### src/hw/rtl/rti_pkg.sv
package rti_pkg;

	// Coordinate and register widths
	localparam int COORD_WIDTH = 32;
	localparam int CW          = COORD_WIDTH;
	localparam int DIR_W       = 18;
	localparam int THR_W       = 40;
	localparam int CFG_W       = (CW > THR_W) ? CW : THR_W;
	localparam int IDX_W       = 3;

	// Derived datapath widths, exact for every input pattern
	localparam int EW    = CW + 1;            // edge and origin offset
	localparam int HP_W  = DIR_W + EW;        // dir * edge product
	localparam int H_W   = HP_W + 1;          // h = dir x e2
	localparam int QP_W  = 2 * EW;            // edge * edge product
	localparam int Q_W   = QP_W + 1;          // q = s x e1
	localparam int HL    = H_W / 2;           // low split of h
	localparam int QL    = Q_W / 2;           // low split of q
	localparam int DOT_W = DIR_W + 2 * EW + 3; // det, un, vn
	localparam int TN_W  = 3 * EW + 3;        // tn

	// Partial product widths
	localparam int DLO_W = EW + HL + 1;
	localparam int DHI_W = EW + H_W - HL;
	localparam int VLO_W = DIR_W + QL + 1;
	localparam int VHI_W = DIR_W + Q_W - QL;
	localparam int TLO_W = EW + QL + 1;
	localparam int THI_W = EW + Q_W - QL;

	localparam int NSTAGE = 8;

	typedef logic signed [CW-1:0]    coord_t;
	typedef logic signed [DIR_W-1:0] dir_t;
	typedef logic        [THR_W-1:0] thr_t;
	typedef logic signed [EW-1:0]    edge_t;
	typedef logic signed [HP_W-1:0]  hprod_t;
	typedef logic signed [H_W-1:0]   h_t;
	typedef logic signed [QP_W-1:0]  qprod_t;
	typedef logic signed [Q_W-1:0]   q_t;
	typedef logic signed [DOT_W-1:0] dot_t;
	typedef logic signed [TN_W-1:0]  tn_t;

	typedef enum logic [IDX_W-1:0] {
		REG_ORIGIN_X      = 3'd0,
		REG_ORIGIN_Y      = 3'd1,
		REG_ORIGIN_Z      = 3'd2,
		REG_DIR_X         = 3'd3,
		REG_DIR_Y         = 3'd4,
		REG_DIR_Z         = 3'd5,
		REG_DET_THRESHOLD = 3'd6
	} cfg_reg_t;

endpackage

### src/hw/rtl/rti_edge.sv
module rti_edge (
	input  logic           clk,
	input  logic           en,
	input  rti_pkg::coord_t va  [3],
	input  rti_pkg::coord_t vb  [3],
	input  rti_pkg::coord_t vc  [3],
	input  rti_pkg::coord_t org [3],
	output rti_pkg::edge_t  e1_s1 [3],
	output rti_pkg::edge_t  e2_s1 [3],
	output rti_pkg::edge_t  s_s1  [3]
);
	import rti_pkg::*;

	// Form both edges and the origin offset, one bit wider than a coordinate
	always_ff @(posedge clk) begin
		if (en) begin
			for (int i = 0; i < 3; i++) begin
				e1_s1[i] <= EW'(vb[i]) - EW'(va[i]);
				e2_s1[i] <= EW'(vc[i]) - EW'(va[i]);
				s_s1[i]  <= EW'(org[i]) - EW'(va[i]);
			end
		end
	end

endmodule

### config.mk
export PLATFORM = sky130hd
export DESIGN_NAME = rti_edge
export DESIGN_NICKNAME = d
export VERILOG_FILES = /design/src/hw/rtl/rti_pkg.sv /design/src/hw/rtl/rti_edge.sv
export SDC_FILE = /design/constraint.sdc
export NUM_CORES = 1
export LEC_CHECK = 0
export ABC_AREA = 1
export ABC_CLOCK_PERIOD_IN_PS = 2350
export BUFFER_PORTS_ARGS = -buffer_cell sky130_fd_sc_hd__buf_4
export CAP_MARGIN = 5
export CORE_MARGIN = 4
export CORE_UTILIZATION = 40
export DETAILED_ROUTE_END_ITERATION = 8
export GPL_ROUTABILITY_DRIVEN = 0
export GPL_TIMING_DRIVEN = 0
export PLACE_DENSITY = 0.61
export SLEW_MARGIN = 0
export SYNTH_ARGS = -nofsm -noshare
export SYNTH_HDL_FRONTEND = slang
export SYNTH_SLANG_ARGS = --single-unit
### constraint.sdc
create_clock -name clk -period 2.35 [get_ports clk]
set_clock_uncertainty 0.05 [all_clocks]
set_input_delay 0.235 -clock clk [delete_from_list [all_inputs] [get_ports clk]]
set_output_delay 0.235 -clock clk [all_outputs]
set_load 0.05 [all_outputs]
=== Word-level counts from Yosys, hierarchy flattened ===
Index checks and enable logic that the tools add are counted.

* Word-level logic and storage cells: 18
* Input bits: 386
* Flip-flop bits (word level): 297
* Output and inout bits: 297

* $add $sub $neg: 9

{| class="wikitable"
|+ Operator list
! operator !! count
|-
| subtractor 32 x 32 -> 33 bit || 9
|}

=== Depth between registers and ports, before layout ===
* Word-level depth: 1
* Depth in mapped cells: 14
* Gate-level depth less buffers: 14

=== Least setup slack after synthesis ===
Ideal clock, no wire load.

* Path type: in2reg
* From: input vb[32] (netlist bit)
* To: register e1_s1[65] (netlist bit) (data pin)
* Data arrival time: 1.500 ns
* Data required time: 2.048 ns
* Library setup time: 0.252 ns
* Path slack: 0.548 ns
* Cell stages on the path: 13
* Path buffers: 0
* Cells stage by stage: inv_1 ha_1 fa_1 inv_1 nand2_1 nand2_1 nand3_1 nand2_1 nand2_1 nand2_2 nand2_1 nand3_1 nand2_1

* Word-level cells in the longest chain between the ends: 1

{| class="wikitable"
|+ RTL lines
! item !! line !! source
|-
| from (decl) || rti_edge.sv:5 || <nowiki>input rti_pkg::coord_t vb [3],</nowiki>
|-
| subtractor 32 x 32 -> 33 bit || rti_edge.sv:18 || <nowiki>e1_s1[i] <= EW'(vb[i]) - EW'(va[i]);</nowiki>
|-
| to (signal, indexed assignment) || rti_edge.sv:18 ||
|-
| to (decl) || rti_edge.sv:8 || <nowiki>output rti_pkg::edge_t e1_s1 [3],</nowiki>
|}

No other way between the ends.
A chain may end at the register's enable or synchronous reset.

=== Worst setup path after layout ===
* From: input va[0] (netlist bit)
* To: register e1_s1[32] (netlist bit) (data pin)

* Word-level cells in the longest chain between the ends: 1

{| class="wikitable"
|+ RTL lines
! item !! line !! source
|-
| from (decl) || rti_edge.sv:4 || <nowiki>input rti_pkg::coord_t va [3],</nowiki>
|-
| subtractor 32 x 32 -> 33 bit || rti_edge.sv:18 ||
|}

No other way between the ends.

==> key figures <==
Timing
  – Minimum clock period: 2271 ps
  – Period Utilization, post-route: 0.9662
  – Worst Tran Pin Value: 708.8 ps
  – Max-slew violation count: 0
  – PnR worst setup slack: 79.40 ps
  – Fin Setup TNS: 0 ps
  – Unrepaired setup endpoints after global routing: no
  – Max Clk Rate: 440.4 MHz
  – Slew margin rel.: 0.5275
  – Setup-failing EPs final: 0
  – Final Hold Fails: 0

Routing
  – DR iter-0 viols: 2014
  – Routed WL: 117900 µm
  – WL/cell: 16.96 µm
  – Vias per cell: 4.714
  – Antenna viol nets, final: 0
  – Detailed-route DRC error count: 0
  – Vias: 32770
  – Drt first pass iters: 6

Synth
  – Primary FF master, synth: edfxtp_1
  – Mapped Cells: 5130
  – Synthesized flop and latch total: 297
  – Most frequent cell after synthesis: nand2_1
  – Area contributors post-synth: edfxtp_1 (28%), nand2_1 (27%), inv_1 (15%)
  – Register area share after synthesis: 0.2840
  – Yosys warnings: 0
  – Area leader, netlist: edfxtp_1
  – Count of different cell masters after synthesis: 20
  – Synth cell count leaders: nand2_1 (2224), inv_1 (1239), nor2_1 (372)
  – Syn avg cell area: 6.122 µm²
  – EDFF count, synth: 297
  – Yosys top cell area share: 0.2840
  – Syn nets: 5813
  – Post-Syn Area: 0.03141 mm²
  – Async SR Flop Fraction: 0

Worst setup path
  – Worst-path fanout max: 3
  – CP arrival: 2540 ps
  – CP Class: input port to flip-flop
  – Critical Path Sink Type: flip-flop
  – WP buf/inv: 3
  – CP most frequent cell: nand2_1
  – Crit path depth: 14
  – Worst-path cell chain: dlygate4sd3_1 > buf_4 > ha_1 > fa_1 > inv_1 > nand2_1 > nand2_1 > nand3_1 > nand2_2 > nand2_1 > nand2_2 > nand2_1 > nand3_1 > nand2_1
  – Worst path max stage delay: 540 ps
  – Delay-heaviest family, CP: buffers and inverters
  – Critical path data required time: 2620 ps
  – CP Launch Type: input port
  – Slowest cell on crit path: dlygate4sd3_1

Placed design
  – Port bufs: 682
  – Placed cells: 6854
  – Hpwl dp: 100900 µm
  – Post-place setup slack: -16.91 ps

Power
  – NetSw: 0.01053 W
  – Comb pwr share: 0.439
  – Static Leak: 24.04 nW
  – Clock power frac: 0.266
  – P_int: 0.01409 W
  – Switching share of power: 0.4278
  – Total power: 0.02462 W
  – IR drop worst, VDD: 0.0005201 V
  – Pwr dens: 625.5 mW/mm²
  – Flop pwr share: 0.294

Min path
  – Hold Crit Depth: 4
  – Hold Startpoint: vc[32]
  – Min-Delay Endpoint: e2_s1[33]$_DFFE_PP_
  – Hold Crit Class: input port to flip-flop

GRT
  – First-pass GRT wire length: 173600 µm
  – Vias in the first global route: 30900
  – Initial antenna violation count: 19
  – Largest net degree at the start of global routing: 117
  – Total track usage: 0.2737
  – GRT overflow: 0

Die
  – Cell row count: 102
  – Initial core utilization: 0.4047
  – DIE WIDTH: 288.2 µm
  – Die H: 288.2 µm
  – Num ports: 683
  – Core area: 0.07759 mm²
  – Die footprint: 0.08306 mm²

Status
  – Outcome: finished, final reports clean

Clocking
  – Clock tree buffer depth: 3
  – Num CTS Buffers: 42
  – Post-CTS Setup Bufs: 0
  – CTS Root Cell: clkbuf_16
  – Htree depth: 2
  – Sink Count: 297
  – CTS tree: built
  – CTS clk-pin slew, worst paths: 60 ps

Final layout
  – Final core utilization: 0.5072
  – Synth-to-Final Area Change: 25.33%
  – Nets: 6544
  – Fillers: 8028
  – Fraction of layout cells with a size suffix above 1: 0.1433
  – Final cell count without fillers: 6952

Job
  – Max Cap Viol: 0
## per-layer routing
| metal | routed length [µm] | global-route usage |
|---|---|---|
| met4 | 5408 | 0.1169 |
| met5 | 45 | 0 |
| met1 | 47880 | 0.3311 |
| met2 | 56520 | 0.4788 |
| met3 | 8074 | 0.04799 |
## metrics by stage
stage	instance area, µm²	hold slack [ps]
after floorplan	31410	297.5
after global placement	37830	605.6
after detailed placement	37890	611.0
after CTS	39300	8.209
after global routing	39350	42.83
final	39360	51.60
## power groups by stage
stage	logic (W)	clock network (W)	registers [W]
global route	0.0117	0.00693	0.00730
detailed placement	0.0108	0	0.00734
finish	0.0108	0.00655	0.00725
floorplan	0.00430	0	0.0101
global placement	0.0107	0	0.00736
CTS	0.0108	0.00672	0.00725
## cells in the final DEF (no fill, tap or decap), types with 10 or more instances in the layout
cell | netlist | layout
nand2_1 | 2224 | 2221
nor3_1 | 18 | 18
nand2_2 | 65 | 68
clkbuf_16 | 0 | 42
buf_4 | 6 | 687
xor2_1 | 117 | 117
a21oi_1 | 180 | 180
nor2_1 | 372 | 372
ha_1 | 288 | 286
inv_1 | 1239 | 1238
nand3_2 | 10 | 10
nand3_1 | 200 | 200
and2_1 | 18 | 18
edfxtp_1 | 297 | 297
diode_2 | 0 | 17
xnor2_1 | 18 | 18
nand4_1 | 36 | 36
## what timing repair did
action,CTS,global route
resized for setup,0,8
endpoints found under the setup margin,0,15
hold endpoints to repair,5,0
hold buffers,3,0
## registers in the layout (all words and copies together) (netlist names)
name / count
e2_s1: 99
e1_s1: 99
s_s1: 99
## worst max-delay path by stage
stage / slack, ps / to / from
after floorplan: 550 / e1_s1[65]$_DFFE_PP_ / vb[32]
final: 80 / e1_s1[32]$_DFFE_PP_ / va[0]
after CTS: 40 / e1_s1[53]$_DFFE_PP_ / va[32]
after global routing: 30 / s_s1[53]$_DFFE_PP_ / va[32]
after global placement: -1480 / e1_s1[29]$_DFFE_PP_ / en
after detailed placement: -20 / e1_s1[53]$_DFFE_PP_ / va[32]
## area by class of cell
cell class | count | area (µm²) | area share
clock buffers | 48 | 1074 | 0.02728
flip-flops and latches | 297 | 8919 | 0.2266
diodes | 17 | 42.54 | 0.001081
multi-input cells | 3588 | 17810 | 0.4525
plain buffers | 6 | 45.04 | 0.001144
well taps | 1040 | 1301 | 0.03306
inverters | 1239 | 4651 | 0.1182
clock inverters | 30 | 306.5 | 0.007788
repair buffers | 687 | 5213 | 0.1324
## cell families (layout without fill, tap and decap cells)
logic type,after synthesis,count (layout),synth area share
other,0,17,0
adders and majority gates,297,297,0.1205
DFF,297,297,0.2840
AOI/OAI and AO/OA,204,204,0.03466
and+or+nand+nor,2952,2952,0.3737
xor gates and xnor gates,135,135,0.03765
buffers and inverters,1245,2010,0.1495
No activity file was read; power rests on OpenSTA's default activity.
